[config.mk]
export PLATFORM = sky130hd
export DESIGN_NAME = char_lcd_bus_sequencer_core_flat
export DESIGN_NICKNAME = d
export VERILOG_FILES = /design/src/hdl/clbs_pkg.sv /design/src/hdl/clbs_req_if.sv /design/src/hdl/clbs_step_if.sv /design/src/hdl/clbs_cfg_if.sv /design/src/hdl/clbs_ctrl.sv /design/src/hdl/clbs_dp.sv /design/src/hdl/char_lcd_bus_sequencer_core.sv /design/src/flat_wrapper.sv
export VERILOG_INCLUDE_DIRS = /design/src /design/src/hdl
export SDC_FILE = /design/constraint.sdc
export NUM_CORES = 1
export LEC_CHECK = 0
export BUFFER_PORTS_ARGS = -buffer_cell sky130_fd_sc_hd__buf_4
export CAP_MARGIN = 10
export CORE_MARGIN = 2
export CORE_UTILIZATION = 50
export DETAILED_ROUTE_END_ITERATION = 8
export HOLD_SLACK_MARGIN = 0.15
export PLACE_DENSITY = 0.72
export RECOVER_POWER = 50
export SLEW_MARGIN = 20
export SYNTH_ARGS = -nofsm -noshare
export SYNTH_HDL_FRONTEND = slang
export SYNTH_HIERARCHICAL = 1
export SYNTH_SLANG_ARGS = --single-unit
[constraint.sdc]
create_clock -name clk -period 4.5 [get_ports clk]
set_input_delay 0.675 -clock clk [delete_from_list [all_inputs] [get_ports clk]]
set_output_delay 0.675 -clock clk [all_outputs]
set_load 0.01 [all_outputs]
[src/hdl/assert_macros.svh]
// Assertion macros shared by the sequencer RTL.
`ifndef ASSERT_MACROS_SVH
`define ASSERT_MACROS_SVH

// Clocked assertion that is switched off while reset is high.
`define CLBS_ASSERT(lbl, clk, rst, prop, msg) \
  lbl: assert property (@(posedge clk) disable iff (rst) prop) else $error(msg);

// Clocked assertion that also holds during reset.
`define CLBS_ASSERT_ALWAYS(lbl, clk, prop, msg) \
  lbl: assert property (@(posedge clk) prop) else $error(msg);

`endif

[src/hdl/clbs_pkg.sv]
// Types, codes and fixed tables of the character LCD bus sequencer.
package clbs_pkg;

  localparam logic [1:0] REQ_CMD    = 2'd0;
  localparam logic [1:0] REQ_DATA   = 2'd1;
  localparam logic [1:0] REQ_INIT   = 2'd2;
  localparam logic [1:0] REQ_CURSOR = 2'd3;

  localparam logic [6:0] INIT_HOLD_MS = 7'd100;
  localparam logic [2:0] PAUSE_SHORT  = 3'd1;
  localparam logic [2:0] PAUSE_LONG   = 3'd4;

  typedef enum logic [1:0] {
    KIND_PAUSE = 2'd0,
    KIND_CMD   = 2'd1,
    KIND_DATA  = 2'd2
  } step_kind_t;

  // Command from the controller to the datapath.
  typedef struct packed {
    logic       load_req;
    logic       load_list;
    logic [2:0] list_idx;
    logic       latch_mode;
    logic       emit;
    step_kind_t kind;
    logic [2:0] step;
    logic [2:0] extra;
    logic       last;
  } ctrl_cmd_t;

  // Status from the datapath to the controller.
  typedef struct packed {
    logic out_free;
    logic four_bit;
  } dp_status_t;

  // Index of the final pin step of one byte transfer.
  function automatic logic [2:0] step_last(step_kind_t kind, logic four);
    logic [2:0] r;
    r = 3'd0;
    if (kind == KIND_CMD) begin
      r = four ? 3'd4 : 3'd2;
    end else if (kind == KIND_DATA) begin
      r = four ? 3'd3 : 3'd1;
    end
    return r;
  endfunction

  // Index of the final command of the init list.
  function automatic logic [2:0] list_last(logic four);
    return four ? 3'd4 : 3'd3;
  endfunction

  function automatic logic [7:0] list_byte(logic four, logic [2:0] idx);
    logic [7:0] b;
    b = 8'h00;
    if (four) begin
      unique case (idx)
        3'd0:    b = 8'h02;
        3'd1:    b = 8'h28;
        3'd2:    b = 8'h01;
        3'd3:    b = 8'h0C;
        3'd4:    b = 8'h06;
        default: b = 8'h00;
      endcase
    end else begin
      unique case (idx)
        3'd0:    b = 8'h38;
        3'd1:    b = 8'h01;
        3'd2:    b = 8'h0E;
        3'd3:    b = 8'h80;
        default: b = 8'h00;
      endcase
    end
    return b;
  endfunction

  function automatic logic [7:0] row_base(logic [1:0] row);
    logic [7:0] b;
    unique case (row)
      2'd0:    b = 8'h80;
      2'd1:    b = 8'hC0;
      2'd2:    b = 8'h94;
      default: b = 8'hD4;
    endcase
    return b;
  endfunction

endpackage

[src/hdl/clbs_req_if.sv]
// Request channel: one request per transaction.
interface clbs_req_if;
  logic       valid;
  logic       ready;
  logic [1:0] req_type;
  logic [7:0] value;
  logic [1:0] row;
  logic [5:0] column;

  modport source (output valid, output req_type, output value, output row, output column,
                  input ready);
  modport sink (input valid, input req_type, input value, input row, input column,
                output ready);
endinterface

[src/hdl/clbs_step_if.sv]
// Pin step channel: one bus step per transaction.
interface clbs_step_if;
  logic       valid;
  logic       ready;
  logic [7:0] data_pins;
  logic       reg_select;
  logic       read_write;
  logic       enable;
  logic [6:0] hold_ms;
  logic       last;

  modport source (output valid, output data_pins, output reg_select, output read_write,
                  output enable, output hold_ms, output last, input ready);
  modport sink (input valid, input data_pins, input reg_select, input read_write,
                input enable, input hold_ms, input last, output ready);
endinterface

[src/hdl/clbs_cfg_if.sv]
// Configuration write channel for the init_mode register.
interface clbs_cfg_if;
  logic valid;
  logic ready;
  logic init_mode;

  modport source (output valid, output init_mode, input ready);
  modport sink (input valid, input init_mode, output ready);
endinterface

[src/hdl/clbs_ctrl.sv]
// Controller state machine that sequences the pin steps of each request.
module clbs_ctrl (
  input  logic                  clk,
  input  logic                  rst,
  input  logic                  req_valid,
  output logic                  req_ready,
  input  logic [1:0]            req_type,
  input  clbs_pkg::dp_status_t  status,
  output clbs_pkg::ctrl_cmd_t   cmd
);
  import clbs_pkg::*;

  typedef enum logic [3:0] {
    ST_IDLE  = 4'b0001,
    ST_PAUSE = 4'b0010,
    ST_CMD   = 4'b0100,
    ST_DATA  = 4'b1000
  } state_t;

  state_t     state, state_next;
  logic [2:0] step, step_next;
  logic [2:0] list_idx, list_idx_next;
  logic       init_run, init_run_next;

  logic       final_step;
  logic       list_done;

  assign req_ready  = (state == ST_IDLE);
  assign final_step = (step == step_last((state == ST_DATA) ? KIND_DATA : KIND_CMD,
                                         status.four_bit));
  assign list_done  = !init_run || (list_idx == list_last(status.four_bit));

  always_comb begin
    state_next    = state;
    step_next     = step;
    list_idx_next = list_idx;
    init_run_next = init_run;
    cmd           = '0;
    cmd.kind      = KIND_PAUSE;
    cmd.step      = step;
    cmd.list_idx  = list_idx;
    unique case (state)
      ST_IDLE: begin
        if (req_valid) begin
          step_next     = 3'd0;
          list_idx_next = 3'd0;
          init_run_next = 1'b0;
          cmd.load_req  = 1'b1;
          priority case (req_type)
            REQ_DATA: state_next = ST_DATA;
            REQ_INIT: begin
              state_next    = ST_PAUSE;
              init_run_next = 1'b1;
            end
            default:  state_next = ST_CMD;
          endcase
        end
      end
      ST_PAUSE: begin
        cmd.kind = KIND_PAUSE;
        if (status.out_free) begin
          cmd.emit       = 1'b1;
          cmd.latch_mode = 1'b1;
          cmd.load_list  = 1'b1;
          cmd.list_idx   = 3'd0;
          step_next      = 3'd0;
          state_next     = ST_CMD;
        end
      end
      ST_CMD, ST_DATA: begin
        cmd.kind = (state == ST_DATA) ? KIND_DATA : KIND_CMD;
        if (status.out_free) begin
          cmd.emit = 1'b1;
          if (final_step) begin
            // The pause after each init command adds to its final step.
            if (init_run) begin
              cmd.extra = (list_idx == 3'd0 && status.four_bit) ? PAUSE_LONG : PAUSE_SHORT;
            end
            cmd.last  = list_done;
            step_next = 3'd0;
            if (list_done) begin
              state_next = ST_IDLE;
            end else begin
              list_idx_next = list_idx + 3'd1;
              cmd.load_list = 1'b1;
              cmd.list_idx  = list_idx + 3'd1;
            end
          end else begin
            step_next = step + 3'd1;
          end
        end
      end
      default: state_next = ST_IDLE;
    endcase
  end

  always_ff @(posedge clk) begin
    if (rst) begin
      state    <= ST_IDLE;
      step     <= 3'd0;
      list_idx <= 3'd0;
      init_run <= 1'b0;
    end else begin
      state    <= state_next;
      step     <= step_next;
      list_idx <= list_idx_next;
      init_run <= init_run_next;
    end
  end

endmodule

[src/hdl/clbs_dp.sv]
// Datapath: bus latches, byte register, step formatting and the output register.
module clbs_dp (
  input  logic                 clk,
  input  logic                 rst,
  input  logic [1:0]           req_type,
  input  logic [7:0]           value,
  input  logic [1:0]           row,
  input  logic [5:0]           column,
  input  clbs_pkg::ctrl_cmd_t  cmd,
  output clbs_pkg::dp_status_t status,
  clbs_cfg_if.sink             cfg,
  clbs_step_if.source          step
);
  import clbs_pkg::*;

  logic       cfg_mode;
  logic       four_bit;
  logic [7:0] data_latch;
  logic       rs_latch;
  logic [7:0] byte_reg;
  logic       out_valid;

  logic [7:0] pins;
  logic       rs;
  logic       en;
  logic [6:0] hold;
  logic       low_half;

  assign cfg.ready       = 1'b1;
  assign status.four_bit = four_bit;
  assign status.out_free = !out_valid || step.ready;
  assign step.valid      = out_valid;
  assign step.read_write = 1'b0;

  always_comb begin
    pins     = byte_reg;
    rs       = rs_latch;
    en       = 1'b0;
    hold     = 7'd1;
    low_half = 1'b0;
    unique case (cmd.kind)
      KIND_CMD: begin
        rs       = (cmd.step == 3'd0) ? rs_latch : 1'b0;
        en       = (cmd.step == 3'd1) || (cmd.step == 3'd3);
        low_half = (cmd.step >= 3'd3);
        if (four_bit) begin
          hold = (cmd.step == 3'd2 || cmd.step == 3'd4) ? 7'd2 : 7'd1;
        end else begin
          hold = (cmd.step == 3'd2) ? 7'd0 : 7'd1;
        end
      end
      KIND_DATA: begin
        rs       = 1'b1;
        en       = !cmd.step[0];
        low_half = (cmd.step >= 3'd2);
        hold     = (four_bit && cmd.step == 3'd3) ? 7'd2 : 7'd1;
      end
      default: begin
        pins = data_latch;
        hold = INIT_HOLD_MS;
      end
    endcase
    if (cmd.kind != KIND_PAUSE && four_bit) begin
      pins = low_half ? {byte_reg[3:0], data_latch[3:0]} : {byte_reg[7:4], data_latch[3:0]};
    end
    hold = hold + {4'd0, cmd.extra};
  end

  always_ff @(posedge clk) begin
    if (rst) begin
      cfg_mode   <= 1'b0;
      four_bit   <= 1'b0;
      data_latch <= 8'h00;
      rs_latch   <= 1'b0;
      out_valid  <= 1'b0;
    end else begin
      if (cfg.valid) begin
        cfg_mode <= cfg.init_mode;
      end
      if (cmd.latch_mode) begin
        four_bit <= cfg_mode;
      end
      if (cmd.emit) begin
        data_latch <= pins;
        rs_latch   <= rs;
        out_valid  <= 1'b1;
      end else if (step.ready) begin
        out_valid <= 1'b0;
      end
    end
  end

  always_ff @(posedge clk) begin
    if (cmd.load_req) begin
      byte_reg <= (req_type == REQ_CURSOR) ? row_base(row) + {2'b00, column} : value;
    end else if (cmd.load_list) begin
      // The list follows the width being latched in the same cycle.
      byte_reg <= list_byte(cmd.latch_mode ? cfg_mode : four_bit, cmd.list_idx);
    end
    if (cmd.emit) begin
      step.data_pins  <= pins;
      step.reg_select <= rs;
      step.enable     <= en;
      step.hold_ms    <= hold;
      step.last       <= cmd.last;
    end
  end

endmodule

[src/hdl/char_lcd_bus_sequencer_core.sv]
// Top level of the character LCD bus sequencer: controller, datapath and checks.
// Each request transaction becomes a run of pin step transactions for an
// HD44780-style display: a command byte gives 3 steps on the 8-bit bus or 5
// on the 4-bit bus, a data byte 2 or 4, a set-cursor request is sent as a
// command to the row base plus column (wrapping at 8 bits), and an init
// request gives a 100 ms hold step followed by the list for the configured
// width; the whole run is 13 steps in 8-bit mode and 26 in 4-bit mode. The last
// flag marks the final step of each run. A request is first accepted and
// captured, then its steps follow at one step per cycle while the sink takes
// every step at once, paced by the controller emitting into the single output
// register. A stalled sink stretches the run step by step. The next request is
// accepted as soon as the final step has been written into the output register,
// even if the sink has not taken it.
// The init_mode register is written over its own channel, which is always
// ready, and is sampled only when an init request latches the bus width.
// Requests sent before any init use the 8-bit bus.
`include "assert_macros.svh"

module char_lcd_bus_sequencer_core (
  input logic         clk,
  input logic         rst,
  clbs_req_if.sink    req,
  clbs_step_if.source step,
  clbs_cfg_if.sink    cfg
);
  import clbs_pkg::*;

  ctrl_cmd_t  cmd;
  dp_status_t status;

  // The controller owns the request handshake and the sequence position.
  clbs_ctrl u_ctrl (
    .clk       (clk),
    .rst       (rst),
    .req_valid (req.valid),
    .req_ready (req.ready),
    .req_type  (req.req_type),
    .status    (status),
    .cmd       (cmd)
  );

  // The datapath owns the bus latches, the byte being sent and the step output.
  clbs_dp u_dp (
    .clk      (clk),
    .rst      (rst),
    .req_type (req.req_type),
    .value    (req.value),
    .row      (req.row),
    .column   (req.column),
    .cmd      (cmd),
    .status   (status),
    .cfg      (cfg),
    .step     (step)
  );

  // A request transaction starts a run, so no second request is taken next cycle.
  `CLBS_ASSERT(a_one_request, clk, rst, (req.valid && req.ready) |=> !req.ready, "request accepted while busy")
  // After the final step of a run is issued, the controller is ready for a request.
  `CLBS_ASSERT(a_last_idle, clk, rst, (cmd.emit && cmd.last) |=> req.ready, "run did not end after last step")
  // A step is issued only when the output register can take it.
  `CLBS_ASSERT(a_emit_room, clk, rst, cmd.emit |-> status.out_free, "step issued into a full output register")

endmodule
[src/flat_wrapper.sv]
// flat-port wrapper written by rule: the top's interface ports become plain ports
module char_lcd_bus_sequencer_core_flat import clbs_pkg::*;
  (clk, rst, req_valid, req_req_type, req_value, req_row, req_column, req_ready, step_valid, step_data_pins, step_reg_select, step_read_write, step_enable, step_hold_ms, step_last, step_ready, cfg_valid, cfg_init_mode, cfg_ready);
  clbs_req_if req_i ();
  clbs_step_if step_i ();
  clbs_cfg_if cfg_i ();
  input logic clk;
  input logic rst;
  input wire logic [$bits(req_i.valid)-1:0] req_valid;
  input wire logic [$bits(req_i.req_type)-1:0] req_req_type;
  input wire logic [$bits(req_i.value)-1:0] req_value;
  input wire logic [$bits(req_i.row)-1:0] req_row;
  input wire logic [$bits(req_i.column)-1:0] req_column;
  output wire logic [$bits(req_i.ready)-1:0] req_ready;
  output wire logic [$bits(step_i.valid)-1:0] step_valid;
  output wire logic [$bits(step_i.data_pins)-1:0] step_data_pins;
  output wire logic [$bits(step_i.reg_select)-1:0] step_reg_select;
  output wire logic [$bits(step_i.read_write)-1:0] step_read_write;
  output wire logic [$bits(step_i.enable)-1:0] step_enable;
  output wire logic [$bits(step_i.hold_ms)-1:0] step_hold_ms;
  output wire logic [$bits(step_i.last)-1:0] step_last;
  input wire logic [$bits(step_i.ready)-1:0] step_ready;
  input wire logic [$bits(cfg_i.valid)-1:0] cfg_valid;
  input wire logic [$bits(cfg_i.init_mode)-1:0] cfg_init_mode;
  output wire logic [$bits(cfg_i.ready)-1:0] cfg_ready;
  assign req_i.valid = req_valid;
  assign req_i.req_type = req_req_type;
  assign req_i.value = req_value;
  assign req_i.row = req_row;
  assign req_i.column = req_column;
  assign req_ready = req_i.ready;
  assign step_valid = step_i.valid;
  assign step_data_pins = step_i.data_pins;
  assign step_reg_select = step_i.reg_select;
  assign step_read_write = step_i.read_write;
  assign step_enable = step_i.enable;
  assign step_hold_ms = step_i.hold_ms;
  assign step_last = step_i.last;
  assign step_i.ready = step_ready;
  assign cfg_i.valid = cfg_valid;
  assign cfg_i.init_mode = cfg_init_mode;
  assign cfg_ready = cfg_i.ready;
  char_lcd_bus_sequencer_core u_core (.clk(clk), .rst(rst), .req(req_i), .step(step_i), .cfg(cfg_i));
endmodule
==> reports/qor.yml, run 1 <==
coreArea_sq_mm: 0.00557
synthSimpleGateAreaFrac: 0.203
first_pass_iters: 4
worst_slew_pin_slew_ns: 1.26
min_path_type: "reg -> reg"
cts_hold_buf: 0
seq_power_share: 0.564
insertion_delay_ns: 0.30
post-cts-setup-buffers: 0
postCtsResizedCells: 0
crit_fanout: 10
p_per_area_mw_per_mm2: 269
startpoint_type: "flop"
num_rows: 27
gp_congestion: 0.783
path_clk_slew_ns: 0.09
final_max_slew_viol_count: 0
die_h_um: 80.4
max_freq_ghz: 0.280
drt_iter0_drc: 189
pin_count: 46
synth_xor_area_frac: 0.0459
cp.required_ns: 4.53
holdPathStages: 2
grt.overflow.total: 0
ys_seq_elements: 47
synth_area_sq_mm: 0.00292
ant_nets: 0
dieWidth_um: 80.4
switchingPower_mw: 0.234
reg2reg_slack_ns: 0.92
maxCapViolCount: 0
numCtsBuffers: 5
ys_types: 58
grt_pass1_vias: 1984
fin_crit_sh: 0.795
slew_headroom: 0.158
stdcell_count: 402
antenna_found_initial: 0
min_to: "u_core/u_dp/data_latch[5]"
synthMuxAreaShare: 0.0678
power.share.clock: 0.301
crit_slowest_cell: "o21ai_0"
drcViolationCount: 0
r2r_start: "u_core/u_ctrl/state[3]"
slowest_delay_ns: 0.71
vias_per_cell: 5.56
layout.nets: 369
antenna_cells: 0
endpoint_kind: "flop"
arrival_ns: 3.61
yosys_most_used_dff: "edfxtp_1"
vias: 2236
synth-edff-count: 24
yosysWarnings: 6
yosysSeqAreaShare: 0.405
grt_max_degree: 28
p_sw_frac: 0.269
hpwl_um: 4140
skew_ns: 0.00922
status: "complete, no violations"
rsz0062_at_grt: "false"
reg2reg_depth: 10
wirelength_um: 5640
synth_top_family_by_area: "simple AND/OR/NAND/NOR gates"
grt_usage: 0.189
fin_setup_tns_ns: 0
placed_cells: 394
hold_start: "u_core/u_dp/data_latch[5]"
comb_power_share: 0.136
syn_avg_cell_area_sq_um: 9.85
grt_pass1_wl_um: 9370
port_buffers: 42
async_reset_ff_frac: 0
cpMostUsedCell: "nor4b_4"
r2r_end: "u_core/u_dp/byte_reg[2]"
synth_compound_area_frac: 0.141
path_cells: "nor4b_4, inv_1, ha_1, xor2_1, nor4b_4, nand4_4, o21ai_0, nor3_1, a21oi_1, a32oi_1"
die_area_sq_mm: 0.00646
cts-htree-levels: 2
synthAdderAreaFrac: 0.0712
leakage_nw: 1.23
drive_above_1_share: 0.124
wl_per_cell_um: 14.0
crit_type: "reg -> reg"
fin_crit_ns: 3.58
area_delta_synth_final_pct: 10.7
ctsLongestPathBuffers: 2
setup_viol: 0
clock-root-buffer: "clkbuf_8"
syn_inst: 296
finalHoldViolCount: 0
vdd_drop_max_uv: 132
tritoncts: "yes"
start_util: 0.523
power.internal_mw: 0.635
cts.sinks: 47
## metrics by stage
step           hold WS (ns)  utilization  instance area [sq um]  power [mW]  worst slack, ns
5_1_grt               0.508        0.579                   3230       0.915            0.643
6_report              0.494        0.579                   3230       0.869            0.924
4_1_cts               0.496        0.596                   3320       0.883            0.933
2_1_floorplan         0.455            -                   2920       0.582             1.47
3_5_place_dp          0.483        0.579                   3230       0.623            0.942
3_3_place_gp          0.471        0.579                   3230       0.620             1.07
## cells by family after synthesis
| group | count (synthesis) |
|---|---|
| AND/OR/NAND/NOR | 103 |
| AO/OA/AOI/OAI | 60 |
| flip-flops | 47 |
| buffers and inverters | 38 |
| multiplexers | 18 |
| adder cells (fa/ha/maj) | 16 |
| XOR/XNOR | 11 |
| other | 3 |
## worst max-delay path: cells and delay by family, from the launching register on
kind / cells / cell delay (ns)
adder cells (fa/ha/maj): 1 / 0.31
AND/OR/NAND/NOR: 4 / 1.16
AO/OA/AOI/OAI: 3 / 0.96
XOR/XNOR: 1 / 0.18
buffers and inverters: 1 / 0.09
flip-flops: 1 / 0.61
## routing by layer
layer / wire (um) / global-route usage / vias to the layer above
met5: 0 / 0 / -
met4: 109 / 0.0678 / 0
met3: 304 / 0.0382 / 10
met2: 2640 / 0.309 / 78
met1: 2580 / 0.248 / 1037
li1: - / - / 1111
## synth_stat cells (3+ instances only)
cell type	count	area (sq um)
nor2_1	27	101
edfxtp_1	24	721
nand2_1	24	90.1
dfxtp_1	23	460
inv_1	18	67.6
ha_1	15	188
a21oi_1	14	70.1
mux2i_1	13	130
nand3_1	13	65.1
nand2b_1	9	56.3
o21ai_0	9	45.0
buf_4	7	52.6
a311oi_1	5	43.8
a31oi_1	5	31.3
a32oi_1	5	43.8
clkbuf_1	5	18.8
nor2b_1	5	31.3
xnor2_1	5	43.8
buf_2	4	20.0
mux2_1	4	45.0
o22ai_1	4	25.0
xor2_1	4	35.0
conb_1	3	11.3
nor3_1	3	15.0
## power by group through the flow
stage | Combinational (mW) | Clock (mW) | Sequential, mW
finish | 0.118 | 0.261 | 0.490
global route | 0.132 | 0.290 | 0.493
CTS | 0.124 | 0.268 | 0.490
detailed placement | 0.123 | 0 | 0.500
global placement | 0.121 | 0 | 0.499
floorplan | 0.0893 | 0 | 0.493
## cells in the final DEF (no fill, tap or decap), types with 3 or more instances in the layout
cell type	Yosys	routed
a21oi_1	14	14
a311oi_1	5	5
a31oi_1	5	5
a32oi_1	5	5
buf_4	7	21
clkbuf_1	5	21
clkbuf_8	0	5
conb_1	3	4
dfxtp_1	23	23
edfxtp_1	24	24
ha_1	15	15
inv_1	18	19
mux2_1	4	4
mux2i_1	13	14
nand2_1	24	24
nand2b_1	9	9
nand3_1	13	13
nor2_1	27	27
nor2b_1	5	5
nor3_1	3	3
o21ai_0	9	9
o22ai_1	4	4
xnor2_1	5	5
xor2_1	4	4
## layout make-up
class	instances	area, sq um
fill	510	2350
multi-input combinational	212	1540
sequential	47	1180
timing repair buffer	43	244
tap	72	90.1
inverter	20	75.1
clock buffer	5	68.8
clock inverter	3	25.0
## how the worst max path moves through the flow
stage / startpoint / end / slack, ns / depth (start not counted)
2_1_floorplan: u_core/u_ctrl/state[0] / u_core/u_dp/byte_reg[1] / 1.47 / 12
3_3_place_gp: u_core/u_ctrl/state[3] / u_core/u_dp/byte_reg[2] / 1.07 / 10
3_5_place_dp: u_core/u_ctrl/state[3] / u_core/u_dp/byte_reg[2] / 0.94 / 10
4_1_cts: u_core/u_ctrl/state[3] / u_core/u_dp/byte_reg[2] / 0.93 / 10
5_1_grt: u_core/u_ctrl/state[3] / u_core/u_dp/byte_reg[2] / 0.64 / 10
6_report: u_core/u_ctrl/state[3] / u_core/u_dp/byte_reg[2] / 0.92 / 10
(Power assumes the default switching activity.)
==> run 2: changes to the inputs <==
Settings changed: ABC_AREA set to 1, PLACE_DENSITY 0.72 to 0.74.
Clock period 4.5 ns to 3.1 ns, I/O delays scaled along.
==> reports/qor.yml, run 2 <==
status: "complete, no violations"
maxCapViolCount: 0
skew_ns: 0.00761
setup_viol: 0
numCtsBuffers: 5
switchingPower_mw: 0.769
p_per_area_mw_per_mm2: 613
fin_crit_ns: 2.81
path_cells: "inv_2, nor2_4, nand2_1, ha_1, nand2_1, nand2_1, nor2_1, nand3_2, nor2_4, nand2_1, a31oi_1, ha_1, inv_1, fa_1, xnor2_1"
layout.nets: 491
place_ws_ns: 0.347
ant_nets: 0
synth_area_sq_mm: 0.00300
startpoint_type: "flop"
pin_count: 46
endpoint_kind: "flop"
synth_area_leader_cell: "edfxtp_1"
vias: 2630
vias_per_cell: 4.99
yosysMostFrequentCell: "nand2_1"
hold_start: "cfg_init_mode"
ys_types: 34
gr-usage-met2: 0.327
rsz0062_at_grt: "false"
vdd_drop_max_uv: 273
syn_avg_cell_area_sq_um: 7.33
grt_max_degree: 28
slew_headroom: 0.533
top_usage_layer: "met2"
min_path_type: "in -> reg"
grtUsageMet3: 0.0330
die_h_um: 81.4
drive_above_1_share: 0.139
final_area_sq_mm: 0.00337
netlist_top_cells_count: "94 x nand2_1, 67 x inv_1, 40 x nor2_1, 29 x nand3_1, 24 x edfxtp_1"
hpwl_um: 4800
antenna_found_initial: 0
arrival_ns: 2.86
grt_pass1_wl_um: 10400
synth_top_cells_by_area: "edfxtp_1 24%, dfxtp_1 15%, nand2_1 12%"
tritoncts: "yes"
crit_type: "reg -> reg"
fin_util: 0.575
finalHoldViolCount: 0
gp_congestion: 0.871
area_delta_synth_final_pct: 12.3
ys_seq_elements: 47
clock-root-buffer: "clkbuf_8"
fin_setup_tns_ns: 0
r2r_end: "u_core/u_dp/step.hold_ms[2]"
path_clk_slew_ns: 0.09
r2r_start: "u_core/u_ctrl/state[3]"
post-cts-setup-buffers: 0
synth-edff-count: 24
grt.overflow.total: 0
cpMostUsedCell: "nand2_1"
power.internal_mw: 1.30
cts_hold_buf: 0
coreArea_sq_mm: 0.00585
grt_usage: 0.199
ctsLongestPathBuffers: 2
synth_top_area_frac: 0.241
port_buffers: 42
drt_iter0_drc: 183
cp.required_ns: 3.15
met1_usage: 0.264
p_sw_frac: 0.373
die_area_sq_mm: 0.00663
fin_crit_sh: 0.906
crit_family: "adder cells"
nFillCells: 576
mostFrequentLayoutCell: "nand2_1"
syn_inst: 409
layout_setup_ws_ns: 0.292
holdPathStages: 3
dieWidth_um: 81.4
seq_power_share: 0.422
drcViolationCount: 0
leakage_nw: 1.64
reg2reg_depth: 15
cts-htree-levels: 2
num_rows: 28
antenna_cells: 0
postCtsResizedCells: 0
worst_slew_pin_slew_ns: 0.698
cp_num_buf_inv: 2
insertion_delay_ns: 0.30
crit_slowest_cell: "dfxtp_1"
cts.sinks: 47
comb_power_share: 0.356
wl_per_cell_um: 11.6
yosys_most_used_dff: "edfxtp_1"
final_max_slew_viol_count: 0
total_power_mw: 2.06
reg2reg_slack_ns: 0.29
min_to: "u_core/u_dp/cfg_mode"
slowest_delay_ns: 0.41
yosysSeqAreaShare: 0.394
async_reset_ff_frac: 0
wirelength_um: 6130
crit_fanout: 5
place_area_sq_mm: 0.00336
final_cell_mix: "98 x nand2_1, 68 x inv_1, 43 x nor2_1, 30 x nand3_1, 25 x buf_4"
first_pass_iters: 4
start_util: 0.512
yosysWarnings: 6
grt_pass1_vias: 2444
power.share.clock: 0.222
max_freq_ghz: 0.356
-- run 2: cell types whose count changed in the layout (fill, tap and decap cells not counted), moves of 5 or more --
| cell | delta |
|---|---|
| nand2_1 | +74 |
| inv_1 | +49 |
| nand3_1 | +17 |
| nor2_1 | +16 |
| mux2i_1 | -13 |
| o21ai_1 | +11 |
| inv_2 | +9 |
| nand2_2 | +9 |
| nand2b_1 | -9 |
| a311oi_1 | -5 |
| a32oi_1 | -5 |
| nor2b_1 | -5 |
-- run 2: worst reg2reg max path, stage by stage (launching register included) --
cell	delay (ns)
dfxtp_1	0.41
inv_2	0.06
nor2_4	0.08
nand2_1	0.14
ha_1	0.35
nand2_1	0.08
nand2_1	0.05
nor2_1	0.11
nand3_2	0.13
nor2_4	0.13
nand2_1	0.08
a31oi_1	0.20
ha_1	0.19
inv_1	0.05
fa_1	0.38
xnor2_1	0.13
-- run 2: cells by family (layout without fill, tap and decap cells) --
logic type,after synthesis,after routing,synth area share
DFF,47,47,0.394
and+or+nand+nor,196,196,0.302
AOI/OAI and AO/OA,55,55,0.101
other,3,4,0.00376
xor gates and xnor gates,3,3,0.00877
buffers and inverters,88,130,0.118
adders and majority gates,16,16,0.0693
muxes,1,1,0.00334
-- run 2: power groups by stage --
stage	combinational (mW)	clock [mW]	sequential [mW]
5_1_grt	0.843	0.493	0.888
3_3_place_gp	0.737	0	0.885
3_5_place_dp	0.759	0	0.888
6_report	0.735	0.458	0.871
4_1_cts	0.763	0.471	0.874
2_1_floorplan	0.557	0	0.882
-- run 2: routing by layer --
metal	up-vias	share of wire
li1	1381	-
met1	1166	0.46
met2	77	0.47
met3	6	0.056
met4	0	0.013
met5	-	0
-- run 2: stage by stage --
step	hold WS, ns	std cells
2_1_floorplan	0.460	410
3_3_place_gp	0.510	519
3_5_place_dp	0.519	519
4_1_cts	0.395	527
5_1_grt	0.464	527
6_report	0.404	527
-- run 2: cell type report --
class,count,area [sq um],share of cell area
tap,75,93.8,0.0279
clock buffer,5,68.8,0.0204
timing repair buffer,43,255,0.0758
multi-input combinational,275,1420,0.423
clock inverter,3,46.3,0.0138
inverter,79,297,0.0881
sequential,47,1180,0.351
-- run 2: how the worst max path moves through the flow --
stage | from | end | slack (ns) | cells after the start
after floorplan | u_core/u_ctrl/state[3] | u_core/u_dp/step.hold_ms[1] | 0.57 | 15
after global placement | u_core/u_ctrl/state[3] | u_core/u_dp/step.hold_ms[2] | 0.45 | 16
after detailed placement | u_core/u_ctrl/state[3] | u_core/u_dp/step.hold_ms[2] | 0.35 | 15
after CTS | u_core/u_ctrl/state[3] | u_core/u_dp/step.hold_ms[2] | 0.33 | 16
after global routing | u_core/u_ctrl/state[3] | u_core/u_dp/step.hold_ms[2] | 0.09 | 16
final | u_core/u_ctrl/state[3] | u_core/u_dp/step.hold_ms[2] | 0.29 | 15
